File: src/sv/spd_ram.sv
`timescale 1ns / 1ps
// ----------------------------------------------------------------------------
// spd_ram
// Generic simple dual port RAM: one write port, one read port with
// registered read data.
// ----------------------------------------------------------------------------
module spd_ram #(
    parameter int WIDTH = 8,
    parameter int DEPTH = 32
) (
    input  logic                     clk,
    input  logic                     we,
    input  logic [$clog2(DEPTH)-1:0] wr_addr,
    input  logic [WIDTH-1:0]         wr_data,
    input  logic [$clog2(DEPTH)-1:0] rd_addr,
    output logic [WIDTH-1:0]         rd_data
);

    logic [WIDTH-1:0] mem [DEPTH];
    logic [WIDTH-1:0] rd_data_reg;

    // write and registered read
    always_ff @(posedge clk)
    begin
        if (we)
        begin
            mem[wr_addr] <= wr_data;
        end
        rd_data_reg <= mem[rd_addr];
    end

    assign rd_data = rd_data_reg;

endmodule

File: config.mk
export PLATFORM = sky130hd
export DESIGN_NAME = spd_ram
export DESIGN_NICKNAME = d
export VERILOG_FILES = /design/src/sv/spd_ram.sv
export SDC_FILE = /design/constraint.sdc
export NUM_CORES = 1
export LEC_CHECK = 0
export ABC_CLOCK_PERIOD_IN_PS = 2150
export BUFFER_PORTS_ARGS = -buffer_cell sky130_fd_sc_hd__buf_2
export CORE_UTILIZATION = 58
export CTS_BUF_LIST = sky130_fd_sc_hd__clkbuf_8
export CTS_CLUSTER_SIZE = 10
export DETAILED_ROUTE_END_ITERATION = 8
export GPL_ROUTABILITY_DRIVEN = 0
export PLACE_DENSITY = 0.76
export SLEW_MARGIN = 25
export SYNTH_ARGS = -nofsm -noshare
export SYNTH_HDL_FRONTEND = slang
export SYNTH_SLANG_ARGS = --single-unit
File: constraint.sdc
create_clock -name clk -period 2.15 [get_ports clk]
set_input_delay 0.3225 -clock clk [delete_from_list [all_inputs] [get_ports clk]]
set_output_delay 0.3225 -clock clk [all_outputs]
set_load 0.005 [all_outputs]
Yosys cells after proc, flatten, opt, wreduce, memory -nomap -nowiden --
Memories as Yosys holds them, arrays and structs flattened. A register that Yosys moved wholly into a read port is not among the register bits. Index checks and enable logic that the tools add are counted.
Storage, ports and cells: bits in writable memories 256, memories 1, bits in registers 0, input bits 20
Memories:
- mem | words 32, bits a word 8, read ports 1, clocked after memory_dff 1, write ports 1, RTL line 19 | logic [WIDTH-1:0] mem [DEPTH];
Operators by class: muxes and demuxes 2
Operators by type and width (number):
- 1-bit 2-to-1 mux | 2

Logic depth before layout (Yosys ltp) --
word-level depth 2, gate-level depth with buffers 5, mapped depth without buffers 3

Worst setup path before layout --
No wires, ideal clock.
kind input to register, start point input port rd_addr[2], end point register rd_data_reg[0], in the netlist rd_data[0], read port of mem, setup slack 0.025 ns, path buffers 2, cell stages on the path 5, arrival 2.004 ns, setup time 0.121 ns, cells stage by stage clkbuf_1 clkbuf_1 mux4_2 mux4_2 mux2_2
RTL lines:
- start, declared | RTL line 15 | input logic [$clog2(DEPTH)-1:0] rd_addr,
- end, declared | RTL line 20 | logic [WIDTH-1:0] rd_data_reg;

==> run summary <==
GRT Total Usage -> 24.2%
Starting Density -> 60.0%
cts hold-fix bufs -> 0
DR WL/cell -> 26.1 µm
Final Setup Violations -> 0
synth unique cells -> 15
Die ar. -> 17,900 µm²
Synth-to-Final Area Change -> 14.6%
post-CTS setup buffer count -> 0
max cap viols -> 0
worst endpoint required time -> 2.57 ns
num ports -> 28
Data arrival, critical path -> 2.24 ns
Post-Syn Area per Cell -> 24.1 µm²
Slew HR -> 57.5%
Yosys warning count -> 0
Root Buffer -> clkbuf_8
Top Usage Layer GRT -> met2
post-route setup slack -> 0.329 ns
RSZ-0062 raised after global routing -> false
Worst Tran Pin Value -> 0.637 ns
Die Y-Extent -> 134 µm
CTS max path bufs -> 3
sequential area share after synthesis -> 78.1%
post-CTS sizing -> 0
total number of vias -> 4,747
DP HPWL -> 12.7 mm
core area -> 16,800 µm²
met2 Use GR -> 37.0%
area leader, netlist -> edfxtp_1
Area contributors post-synth -> edfxtp_1, mux4_2, dfxtp_1, nor2_1, mux2_2
post-synthesis net count -> 437
clock-pin slew on the worst setup and hold paths -> 0.06 ns
routed wire length -> 19.8 mm
Peak VDD IR -> 0.487 mV
share of cells above drive strength 1 -> 39.1%
largest net degree at the start of global routing -> 33
final worst path period need -> 1.82 ns
fmax -> 549 MHz
met1 Resource Use GR -> 35.9%
residual DRC count -> 0
antenna cell count -> 0
Commonest cells post-synth -> edfxtp_1, mux4_2, nor2_1
crit-path max FO -> 1
max FFs per register -> 256
Final Skew -> 0.0203 ns
H-tree depth -> 2
Primary FF master, synth -> edfxtp_1
vias in the first global route -> 4,840
status -> complete, no violations
worst-skew pair later-pin latency -> 0.53 ns
Yosys reg bits -> 264
first-pass GRT wire length -> 30.3 mm
initial antenna violation count -> 0
1st-pass router iterations -> 5
period utilisation layout -> 84.7%
synthesized cell area -> 10,100 µm²
die width -> 134 µm
final std cells w/o fill -> 760
critical path type -> register to register
CP Launch Type -> register
antenna viol nets, final -> 0
crit end category -> register
count leader, synth -> edfxtp_1
ys async rst share -> 0%
Tightest Hold Check Type -> input port to register
Cells after DPL -> 688
leakage -> 3.78 nW
final hold violations -> 0
Post-synth EDFFs -> 256
Synth top area share -> 76.5%
clock buffer count from CTS -> 41
Cell Rows -> 47
Congestion Overflow GR -> 0
DRT iter0 DRCs -> 537
Slew Viols, Final -> 0
Vias per Instance -> 6.25
Final Util -> 68.8%
CTS tree -> built
routing usage on met3 -> 5.02%
Nets -> 531
clk sinks -> 264
Gate Count Post-Synth -> 417
PD cells -> 874 nW/µm²
worst slack at placement -> -0.0993 ns
# port buffers -> 27
-- worst paths after layout --
kind	start	endpoint	slack, ns	cells past startpoint
setup / recovery	mem[13][4]	rd_data[4]	0.33	3
hold reg to reg	mem[6][5]	rd_data[5]	0.90	3
setup reg to reg	mem[13][4]	rd_data[4]	0.33	3
hold / removal	rd_addr[3]	rd_data[5]	0.26	2
-- per-stage QoR --
stage                     hold slack [ns]  TNS, ns  instance area, µm²  total power [mW]
after floorplan                     0.421        0               10100              6.15
after global placement              0.713   -0.513               10800              6.40
after detailed placement            0.701   -0.612               10800              6.42
after CTS                           0.226        0               11500              10.2
after global routing                0.232        0               11500              10.4
final                               0.265        0               11500              10.1
-- cells by family (layout without fill, tap and decap cells) --
group                  after synthesis  count (layout)  synth area share (%)
multiplexers                        88              88                  18.8
buffers and inverters               20             143                  1.06
AND/OR/NAND/NOR                     45              45                  2.07
flip-flops                         264             264                  78.1
-- routing by layer --
metal | part of all wire, % | vias up | routed length (µm)
met5 | 0 | - | 0
met4 | 1.8 | 0 | 351
met3 | 7.9 | 30 | 1580
met2 | 49 | 240 | 9650
met1 | 42 | 2510 | 8270
li1 | - | 1967 | -
-- power by group --
group / switching, mW / internal (mW) / leakage (nW)
Clock: 1.78 / 1.98 / 0.438
Combinational: 0.302 / 0.260 / 0.964
Sequential: 0.0241 / 5.72 / 2.37
Total: 2.10 / 7.96 / 3.78
-- cells in the final DEF (no fill, tap or decap) --
master | synthesis | layout
nor2_1 | 33 | 33
clkinv_1 | 0 | 7
mux4_2 | 80 | 80
or3_1 | 1 | 1
mux2_2 | 8 | 8
or3b_2 | 3 | 3
buf_4 | 6 | 38
clkinv_2 | 0 | 1
clkbuf_8 | 0 | 47
nand3b_1 | 5 | 5
buf_2 | 1 | 26
inv_1 | 0 | 16
nand3_1 | 2 | 2
clkinvlp_4 | 0 | 1
buf_12 | 0 | 7
nand2_1 | 1 | 1
edfxtp_1 | 256 | 256
dfxtp_1 | 8 | 8
-- layout make-up --
class	instances	area [µm²]
Timing Repair Buffer	71	556
Fill cell	1037	5240
Tap cell	220	275
Sequential cell	264	7850
Clock inverter	25	98.8
Multi-Input combinational cell	133	2100
Clock buffer	47	647
-- worst max-delay path: stages, from the launching register on --
cell and delay [ns]:
edfxtp_1 0.37, mux4_2 0.53, mux4_2 0.53, mux2_2 0.29
No activity file was read; power rests on OpenSTA's default activity.
