[src/sv/spd_pkg.sv]
`timescale 1ns / 1ps
// ----------------------------------------------------------------------------
// spd_pkg
// Shared types and constants of the shortest path unit: transaction
// formats, register indexes, operation codes and parameter defaults.
// ----------------------------------------------------------------------------
package spd_pkg;

    // parameter defaults
    localparam int MAX_VERTICES_DEF = 32;
    localparam int WEIGHT_BITS_DEF  = 16;

    // field widths of the transactions
    localparam int VERTEX_W   = 5;
    localparam int COST_W     = 16;
    localparam int DISTANCE_W = 21;

    // configuration port
    localparam int CFG_INDEX_W     = 2;
    localparam int CFG_DATA_W      = 6;
    localparam int VERTEX_COUNT_W  = 6;
    localparam int SOURCE_VERTEX_W = 5;

    localparam logic [CFG_INDEX_W-1:0] REG_VERTEX_COUNT  = 2'd0;
    localparam logic [CFG_INDEX_W-1:0] REG_SOURCE_VERTEX = 2'd1;

    localparam logic [VERTEX_COUNT_W-1:0]  VERTEX_COUNT_RESET  = 6'd32;
    localparam logic [SOURCE_VERTEX_W-1:0] SOURCE_VERTEX_RESET = 5'd0;

    // operation codes
    localparam logic OP_LOAD = 1'b0;
    localparam logic OP_RUN  = 1'b1;

    // input transaction
    typedef struct packed {
        logic                op;
        logic [VERTEX_W-1:0] row;
        logic [VERTEX_W-1:0] col;
        logic                edge_present;
        logic [COST_W-1:0]   cost;
    } in_item_t;

    // output transaction
    typedef struct packed {
        logic [VERTEX_W-1:0]   vertex;
        logic [DISTANCE_W-1:0] distance;
        logic [VERTEX_W-1:0]   predecessor;
        logic                  reachable;
        logic                  last;
    } out_item_t;

endpackage

[src/sv/spd_engine.sv]
`timescale 1ns / 1ps
// ----------------------------------------------------------------------------
// spd_engine
// Search sequencer: minimum scan over the distance memory, relaxation of
// one matrix row per round, then one result transaction per vertex.
// ----------------------------------------------------------------------------
module spd_engine #(
    parameter int MAX_VERTICES = 32,
    parameter int WEIGHT_BITS  = 16
) (
    input  logic                                     clk,
    input  logic                                     rst_n,
    // run command
    input  logic                                     run_start,
    input  logic [$clog2(MAX_VERTICES+1)-1:0]        run_count,
    input  logic [$clog2(MAX_VERTICES)-1:0]          run_source,
    input  logic                                     run_source_ok,
    output logic                                     idle,
    // weight matrix read port
    output logic [$clog2(MAX_VERTICES*MAX_VERTICES)-1:0] w_rd_addr,
    input  logic [WEIGHT_BITS:0]                     w_rd_data,
    // distance memory
    output logic                                     d_we,
    output logic [$clog2(MAX_VERTICES)-1:0]          d_wr_addr,
    output logic [$clog2(MAX_VERTICES)+WEIGHT_BITS+$clog2(MAX_VERTICES)-1:0] d_wr_data,
    output logic [$clog2(MAX_VERTICES)-1:0]          d_rd_addr,
    input  logic [$clog2(MAX_VERTICES)+WEIGHT_BITS+$clog2(MAX_VERTICES)-1:0] d_rd_data,
    // result channel
    output logic                                     out_valid,
    input  logic                                     out_stall,
    output spd_pkg::out_item_t                       out_data
);

    import spd_pkg::*;

    localparam int VIDX_W  = $clog2(MAX_VERTICES);
    localparam int NCNT_W  = $clog2(MAX_VERTICES + 1);
    localparam int WADDR_W = $clog2(MAX_VERTICES * MAX_VERTICES);
    localparam int DIST_W  = WEIGHT_BITS + VIDX_W;
    localparam int DENT_W  = VIDX_W + DIST_W;

    typedef enum logic [2:0] {
        S_IDLE,
        S_SCAN,
        S_RELAX,
        S_EMIT_RD,
        S_EMIT_LD
    } state_t;

    state_t                  state_reg, state_next;
    logic [NCNT_W-1:0]       n_reg, n_next;
    logic [NCNT_W-1:0]       cnt_reg, cnt_next;
    logic                    pipe_vld_reg, pipe_vld_next;
    logic [VIDX_W-1:0]       pipe_idx_reg, pipe_idx_next;
    logic                    found_reg, found_next;
    logic [DIST_W-1:0]       best_reg, best_next;
    logic [VIDX_W-1:0]       u_reg, u_next;
    logic [WADDR_W-1:0]      base_reg, base_next;
    logic [MAX_VERTICES-1:0] reached_reg, reached_next;
    logic [MAX_VERTICES-1:0] settled_reg, settled_next;
    logic                    out_valid_reg, out_valid_next;
    out_item_t               out_data_reg, out_data_next;

    logic [NCNT_W-1:0]       last_idx;
    logic [NCNT_W-1:0]       cnt_inc;
    logic [DIST_W-1:0]       rd_dist;
    logic [VIDX_W-1:0]       rd_pred;
    logic                    w_flag;
    logic [DIST_W-1:0]       cand;
    logic                    pipe_last;
    logic                    take;
    logic                    emit_load;

    assign last_idx  = n_reg - NCNT_W'(1);
    assign cnt_inc   = cnt_reg + NCNT_W'(1);
    assign rd_dist   = d_rd_data[DIST_W-1:0];
    assign rd_pred   = d_rd_data[DENT_W-1:DIST_W];
    assign w_flag    = w_rd_data[WEIGHT_BITS];
    assign cand      = best_reg + DIST_W'(w_rd_data[WEIGHT_BITS-1:0]);
    assign pipe_last = pipe_vld_reg && (pipe_idx_reg == last_idx[VIDX_W-1:0]);
    assign emit_load = !out_valid_reg || !out_stall;

    // sequencer and datapath next state
    always_comb
    begin
        state_next     = state_reg;
        n_next         = n_reg;
        cnt_next       = cnt_reg;
        pipe_vld_next  = 1'b0;
        pipe_idx_next  = pipe_idx_reg;
        found_next     = found_reg;
        best_next      = best_reg;
        u_next         = u_reg;
        base_next      = base_reg;
        reached_next   = reached_reg;
        settled_next   = settled_reg;
        out_valid_next = out_valid_reg && out_stall;
        out_data_next  = out_data_reg;
        take           = 1'b0;

        d_we      = 1'b0;
        d_wr_addr = pipe_idx_reg;
        d_wr_data = {u_reg, cand};
        d_rd_addr = cnt_reg[VIDX_W-1:0];
        w_rd_addr = base_reg + WADDR_W'(cnt_reg[VIDX_W-1:0]);

        unique case (state_reg)
            S_IDLE:
            begin
                if (run_start)
                begin
                    n_next       = run_count;
                    cnt_next     = '0;
                    found_next   = 1'b0;
                    reached_next = '0;
                    settled_next = '0;
                    if (run_source_ok)
                    begin
                        // seed the source with distance zero
                        reached_next[run_source] = 1'b1;
                        d_we       = 1'b1;
                        d_wr_addr  = run_source;
                        d_wr_data  = {run_source, DIST_W'(0)};
                        state_next = S_SCAN;
                    end
                    else
                    begin
                        state_next = S_EMIT_RD;
                    end
                end
            end

            S_SCAN:
            begin
                // issue one distance read a cycle
                if (cnt_reg < n_reg)
                begin
                    pipe_vld_next = 1'b1;
                    pipe_idx_next = cnt_reg[VIDX_W-1:0];
                    cnt_next      = cnt_inc;
                end
                // compare returning distance against the running minimum
                if (pipe_vld_reg)
                begin
                    take = reached_reg[pipe_idx_reg] && !settled_reg[pipe_idx_reg] &&
                           (!found_reg || (rd_dist < best_reg));
                    if (take)
                    begin
                        found_next = 1'b1;
                        best_next  = rd_dist;
                        u_next     = pipe_idx_reg;
                    end
                end
                // end of scan: settle the minimum or finish
                if (pipe_last)
                begin
                    cnt_next      = '0;
                    pipe_vld_next = 1'b0;
                    if (found_next)
                    begin
                        settled_next[u_next] = 1'b1;
                        base_next  = WADDR_W'(u_next) * WADDR_W'(MAX_VERTICES);
                        state_next = S_RELAX;
                    end
                    else
                    begin
                        state_next = S_EMIT_RD;
                    end
                end
            end

            S_RELAX:
            begin
                // issue matrix cell and distance reads together
                if (cnt_reg < n_reg)
                begin
                    pipe_vld_next = 1'b1;
                    pipe_idx_next = cnt_reg[VIDX_W-1:0];
                    cnt_next      = cnt_inc;
                end
                // a first reach or a strict improvement writes back distance and predecessor
                if (pipe_vld_reg && w_flag &&
                    (!reached_reg[pipe_idx_reg] || (cand < rd_dist)))
                begin
                    d_we = 1'b1;
                    reached_next[pipe_idx_reg] = 1'b1;
                end
                if (pipe_last)
                begin
                    cnt_next      = '0;
                    pipe_vld_next = 1'b0;
                    found_next    = 1'b0;
                    state_next    = S_SCAN;
                end
            end

            S_EMIT_RD:
            begin
                state_next = S_EMIT_LD;
            end

            S_EMIT_LD:
            begin
                // read data holds while the output register is full
                if (emit_load)
                begin
                    out_valid_next = 1'b1;
                    out_data_next.vertex = VERTEX_W'(cnt_reg[VIDX_W-1:0]);
                    out_data_next.last   = (cnt_reg == last_idx);
                    if (reached_reg[cnt_reg[VIDX_W-1:0]])
                    begin
                        out_data_next.distance    = DISTANCE_W'(rd_dist);
                        out_data_next.predecessor = VERTEX_W'(rd_pred);
                        out_data_next.reachable   = 1'b1;
                    end
                    else
                    begin
                        out_data_next.distance    = '0;
                        out_data_next.predecessor = '0;
                        out_data_next.reachable   = 1'b0;
                    end
                    if (cnt_reg == last_idx)
                    begin
                        state_next = S_IDLE;
                    end
                    else
                    begin
                        cnt_next  = cnt_inc;
                        d_rd_addr = cnt_inc[VIDX_W-1:0];
                    end
                end
            end

            default:
            begin
                state_next = S_IDLE;
            end
        endcase
    end

    // state and registered outputs
    always_ff @(posedge clk or negedge rst_n)
    begin
        if (!rst_n)
        begin
            state_reg     <= S_IDLE;
            n_reg         <= '0;
            cnt_reg       <= '0;
            pipe_vld_reg  <= 1'b0;
            found_reg     <= 1'b0;
            reached_reg   <= '0;
            settled_reg   <= '0;
            out_valid_reg <= 1'b0;
        end
        else
        begin
            state_reg     <= state_next;
            n_reg         <= n_next;
            cnt_reg       <= cnt_next;
            pipe_vld_reg  <= pipe_vld_next;
            found_reg     <= found_next;
            reached_reg   <= reached_next;
            settled_reg   <= settled_next;
            out_valid_reg <= out_valid_next;
        end
    end

    // payload registers
    always_ff @(posedge clk)
    begin
        pipe_idx_reg <= pipe_idx_next;
        best_reg     <= best_next;
        u_reg        <= u_next;
        base_reg     <= base_next;
        out_data_reg <= out_data_next;
    end

    assign idle      = (state_reg == S_IDLE);
    assign out_valid = out_valid_reg;
    assign out_data  = out_data_reg;

    // a settled vertex always has a distance
    assert property (@(posedge clk) disable iff (!rst_n)
        (settled_reg & ~reached_reg) == '0)
        else $error("settled vertex without a distance");

    // at most one vertex settles per cycle
    assert property (@(posedge clk) disable iff (!rst_n)
        1'b1 |=> $onehot0(settled_reg & ~$past(settled_reg)))
        else $error("more than one vertex settled at once");

    // distance memory is not written while results go out
    assert property (@(posedge clk) disable iff (!rst_n)
        (state_reg == S_EMIT_RD || state_reg == S_EMIT_LD) |-> !d_we)
        else $error("distance write during result phase");

    // a result appears only from the result load step
    assert property (@(posedge clk) disable iff (!rst_n)
        $rose(out_valid_reg) |-> $past(state_reg) == S_EMIT_LD)
        else $error("result raised outside the result phase");

    // no read is in flight while idle
    assert property (@(posedge clk) disable iff (!rst_n)
        (state_reg == S_IDLE) |-> !pipe_vld_reg)
        else $error("read in flight while idle");

endmodule

[config.mk]
export PLATFORM = sky130hd
export DESIGN_NAME = spd_engine
export DESIGN_NICKNAME = d
export VERILOG_FILES = /design/src/sv/spd_pkg.sv /design/src/sv/spd_engine.sv
export SDC_FILE = /design/constraint.sdc
export NUM_CORES = 1
export LEC_CHECK = 0
export ABC_AREA = 1
export ABC_CLOCK_PERIOD_IN_PS = 5860
export BUFFER_PORTS_ARGS = -buffer_cell sky130_fd_sc_hd__buf_2
export CAP_MARGIN = 30
export CORE_AREA = 3 3 135 137
export CTS_CLUSTER_SIZE = 8
export DETAILED_ROUTE_END_ITERATION = 8
export DIE_AREA = 0 0 138 140
export PLACE_DENSITY = 0.9
export SYNTH_ARGS = -nofsm -noshare
export SYNTH_HDL_FRONTEND = slang
export SYNTH_SLANG_ARGS = --single-unit
[constraint.sdc]
create_clock -name clk -period 5.86 [get_ports clk]
set_clock_uncertainty 0.1 [all_clocks]
set_input_delay 1.172 -clock clk [delete_from_list [all_inputs] [get_ports clk]]
set_output_delay 1.172 -clock clk [all_outputs]
set_load 0.05 [all_outputs]
==> Word-level counts from Yosys, hierarchy flattened <==
Index checks and enable logic that the tools add are counted.
{ "classes": {"n_reduce_logical": 33, "muxes": 62, "bitwise_logic": 2, "eq_ne": 15, "add_sub_neg": 4, "order_cmp": 10} }
{ "ops": {"columns": ["operator", "count"], "rows": [
  ["$mux W32", 6],
  ["$pmux W32 S2", 2],
  ["$mux W26", 3],
  ["$or A32 B32 Y32", 2],
  ["$mux W5", 9],
  ["$lt A21 B21 Y1", 2],
  ["$mux W6", 5],
  ["$lt A5 B6 Y1 const B", 4],
  ["$add A21 B16 Y21", 1],
  ["$mux W1", 21],
  ["$pmux W6 S3", 1],
  ["$ne A2 B2 Y1 const B", 8],
  ["$bmux W1 S5", 3],
  ["$demux W1 S5", 3],
  ["$ge A5 B1 Y1 const B", 3],
  ["$mux W3", 5],
  ["$pmux W3 S5", 1],
  ["$reduce_and A3 Y1", 4],
  ["$add A10 B5 Y10", 1],
  ["$reduce_and A5 Y1", 2],
  ["$logic_and A1 B1 Y1", 9],
  ["$add A6 B1 Y6 const B", 1],
  ["$eq A3 B2 Y1 const B", 2],
  ["$eq A6 B6 Y1", 1],
  ["other kinds (17)", 27]
]} }
{ "totals": {"word_cells": 143, "in_bits": 59, "ff_bits": 151} }

==> Longest topological paths before layout <==
{ "depth": {"word_depth": 16, "depth_mapped": 32, "mapped_depth_nobuf": 31} }

==> Worst setup path after synthesis <==
No wires, ideal clock.
{ "synth_timing": {"path_type": "input -> output", "from": "input port w_rd_data[0]", "to": "output port d_we", "slack_ns": -0.243, "t_required_ns": 4.588, "arrival_time_ns": 4.831, "path_buffers": 0, "cell_stages": 27, "path_cell_list": "ha_1 inv_1 fa_1 o21ai_1 nand2_1 nand3b_1 nand2_1 nand2_1 nand2_1 nand2_1 nand2_1 nand2_1 nand2_1 nand2_1 nand3_1 nand2_1 inv_1 ha_1 nand2_1 inv_1 nand3_1 inv_1 a21oi_1 nand3_1 nand2_1 nand3_1 o21ai_0"} }
{ "synth_between": {"elab_chain_len": 6} }
{ "synth_rtl": {"columns": ["element", "line_no", "rtl"], "rows": [
  ["start: declaration", "spd_engine.sv:21", "input logic [WEIGHT_BITS:0] w_rd_data,"],
  ["$add A21 B16 Y21", "spd_engine.sv:79", "assign cand = best_reg + DIST_W'(w_rd_data[WEIGHT_BITS-1:0]);"],
  ["$lt A21 B21 Y1", "spd_engine.sv:183", "(!reached_reg[pipe_idx_reg] || (cand < rd_dist)))"],
  ["$logic_or A1 B1 Y1", "spd_engine.sv:183", null],
  ["$logic_and A1 B1 Y1", "spd_engine.sv:182", "if (pipe_vld_reg && w_flag &&"],
  ["$mux W1", "spd_engine.sv:182", null],
  ["$pmux W1 S2", "spd_engine.sv:107", "unique case (state_reg)"],
  ["end: declaration", "spd_engine.sv:23", "output logic d_we,"]
]} }
No other way between the ends.

==> Worst setup path in the final report <==
{ "layout_timing": {"from": "input port w_rd_data[8]", "to": "output port d_we"} }
Same word-level chain as after synthesis.

==> impl_metrics.yaml <==
worst_setup_path:
  worst_r2r_path_depth: 26
  worstSetupEndpoint: "d_we"
  critPathTopFamily: "simple AND/OR/NAND/NOR gates"
  critical_path_peak_fanout: 4
  cp_cell_sequence: "buf_2 > ha_1 > nand2_1 > nor2_1 > nand3_1 > nand3_1 > a21oi_2 > o21ai_2 > nand2_1 > a21oi_1 > xor2_1 > inv_1 > ha_1 > nand2_1 > inv_1 > nand3_1 > inv_1 > a21oi_1 > nand3_1 > nand2_1 > nand3_2 > o21ai_4 > buf_6"
  cpPeakStageDelay_ns: 0.35
  worst-path-buf-inv: 5
  end_kind: "output port"
  r2r-start: "best_reg[8]"
  startpoint_type: "input port"
  required_ns: 4.59
  regToRegSetupSlack_ns: 1.44
  cp-startpoint: "w_rd_data[8]"
  crit_type: "input port to output port"
  arrival_ns: 4.49
  critical_path_cell_count: 23
  r2r-end: "reached_reg[15]"
  crit_slowest_cell: "ha_1"
status:
  status: "finished clean"
power_and_ir_drop:
  p_total_mw: 5.064
  comb_power_share_pct: 48.4
  cellPowerDensity_mw_per_mm2: 436.3
  power_switching_mw: 2.541
  ir_drop_mv: 0.3940
  clkPwrFrac_pct: 20.4
  intPower_mw: 2.522
  p_leak_nw: 5.790
  seqPwrFrac_pct: 31.2
  switching_share_pct: 50.19
floorplan:
  rows: 48
  initial_core_util_pct: 58.50
  die_w_um: 138
  io_pins: 141
  die_h_um: 140
  design.die.area_mm2: 0.01932
  core_mm2: 0.01718
routing:
  wl_per_cell_um: 17.13
  routed_wl_um: 29340
  vias_per_cell: 5.852
  antenna_left: 0
  via_count: 10030
  drc: 0
  drt_iter0_drc: 1239
  dr.pass1.iters: 7
clocking:
  insertion_delay_ns: 0.44
  cts_root_buffer: "clkbuf_16"
  cts_buffers: 17
  tritoncts: "built"
  path_clk_slew_ns: 0.06
  max-clock-path-buffers: 2
  holdBufCountCts: 0
  cts.htree.levels: 4
  cts_sinks: 151
cells_and_area:
  largest_reg_flops: 33
  seqCellArea_mm2: 0.004124
  mostFrequentLayoutCell: "nand2_1"
  num-fill-cells: 1374
  final_nets: 1597
  drive_gt1_share_pct: 16.89
  fin_area_mm2: 0.01161
  syn_to_final_growth_pct: 15.50
  multi_input_area_mm2: 0.005152
  mostFrequentLayoutCells: "nand2_1, nor2_1, inv_1"
  final_util_pct: 67.57
sta:
  setup_viol: 0
  hold_ws_ns: 0.3961
  slew_headroom_pct: 27.55
  fin_crit_sh_pct: 98.40
  finalHoldViolCount: 0
  tightest_slew_ns: 1.085
  slew_violations: 0
  max_freq_mhz: 173.4
  finalCriticalPeriod_ns: 5.766
synthesis:
  synthesis.nets: 1465
  synth_warnings: 0
  synth_seq_cells: 151
  synth_seq_area_share_pct: 41.04
  synthDistinctLibCells: 42
  syn-instance-count: 1341
  avgSynthCellArea_um2: 7.493
  syn_area_mm2: 0.01005
placement:
  gp_congestion: 0.9734
  place_area_mm2: 0.01097
  io_buffers: 140
  dp_hpwl_um: 20730
grt:
  overflow: 0
  track_usage_pct: 29.84
  grt_pass1_wl_um: 47090
  grt_max_degree: 51
  grt_pass1_vias: 9512
  antenna_found_initial: 2
job:
  max_cap_viol_count: 0
worst_hold_path:
  hold_class: "flip-flop to flip-flop"
==> worst register-to-register path, delay by kind of cell, from the launching register on <==
kind | cells | cell delay [ns]
compound gates | 4 | 0.59
flops | 1 | 0.41
buf+inv | 4 | 0.68
fa+ha+maj | 2 | 0.66
xor+xnor | 1 | 0.26
simple gates | 15 | 1.62
==> cell families (layout without fill, tap and decap cells) <==
kind of cell,after synthesis,in the layout,synth area share (%)
buf+inv,210,355,8.480
xor+xnor,28,28,2.440
other cells,0,2,0
compound gates,206,206,11.14
flops,151,151,41.04
fa+ha+maj,65,65,8.168
simple gates,681,681,28.73
==> stage by stage <==
stage                     setup TNS [ns]  setup slack, ns  std cells
after global placement                 0          0.05980       1676
after floorplan                        0          0.04729       1341
final                                  0          0.09385       1713
after global routing            -0.05446         -0.05446       1713
after detailed placement        -0.04516         -0.04516       1678
after CTS                              0          0.03793       1710
==> cells in the mapped netlist, drive strengths merged <==
cell type | instances | share of area (%)
a211oi | 1 | 0.075
a21o | 2 | 0.15
a21oi | 86 | 4.3
a22oi | 4 | 0.30
a31oi | 2 | 0.12
and2 | 2 | 0.12
buf | 27 | 1.6
clkbuf | 21 | 0.78
dfrtp | 82 | 20
edfxtp | 69 | 21
fa | 1 | 0.20
ha | 64 | 8.0
inv | 162 | 6.1
nand2 | 364 | 14
nand3 | 57 | 3.7
nand3b | 3 | 0.22
nand4 | 18 | 1.1
nor2 | 209 | 7.9
nor3 | 25 | 1.6
nor4 | 2 | 0.12
o211ai | 6 | 0.50
o21ai | 83 | 4.1
o21bai | 4 | 0.30
o221ai | 6 | 0.52
o22ai | 11 | 0.68
o31ai | 1 | 0.075
or2 | 1 | 0.062
xnor2 | 4 | 0.35
xor2 | 24 | 2.1
==> repair_timing <==
action | in CTS | in global routing
setup buffers | 0 | 1
resized for setup | 4 | 16
setup endpoints to repair | 1 | 1
pin swaps | 0 | 6
cloned | 0 | 0
==> power by group through the flow <==
| stage | combinational, mW | sequential (mW) | clock (mW) |
|---|---|---|---|
| finish | 2.45 | 1.58 | 1.03 |
| global route | 2.64 | 1.60 | 1.08 |
| CTS | 2.39 | 1.57 | 1.03 |
| detailed placement | 2.37 | 1.59 | 0 |
| global placement | 2.31 | 1.58 | 0 |
| floorplan | 1.72 | 1.63 | 0 |
==> worst min path at each step <==
| stage | endpoint | slack (ns) | startpoint | cells after the start |
|---|---|---|---|---|
| floorplan | reached_reg[10] | 0.36 | reached_reg[10] | 2 |
| global placement | reached_reg[10] | 0.38 | reached_reg[10] | 2 |
| detailed placement | settled_reg[15] | 0.39 | settled_reg[15] | 2 |
| CTS | settled_reg[19] | 0.40 | settled_reg[19] | 2 |
| global route | settled_reg[13] | 0.43 | settled_reg[13] | 2 |
| finish | settled_reg[15] | 0.40 | settled_reg[15] | 2 |
==> area by class of cell <==
| cell class | instances | area share (%) |
|---|---|---|
| clock buffers | 19 | 3.913 |
| multi-input cells | 980 | 44.39 |
| clock inverters | 13 | 0.8085 |
| flip-flops and latches | 151 | 35.53 |
| diodes | 2 | 0.04312 |
| inverters | 162 | 5.261 |
| repair buffers | 161 | 7.622 |
| well taps | 225 | 2.426 |
==> per-layer routing <==
metal / GRT usage [%] / part of all wire, % / vias to the layer above
li1: - / - / 4625
met4: 13.68 / 4.1 / 0
met2: 47.56 / 46 / 677
met3: 6.897 / 11 / 137
met5: 0 / 0 / -
met1: 39.01 / 39 / 4586
Power figures use the tool's default switching activity.
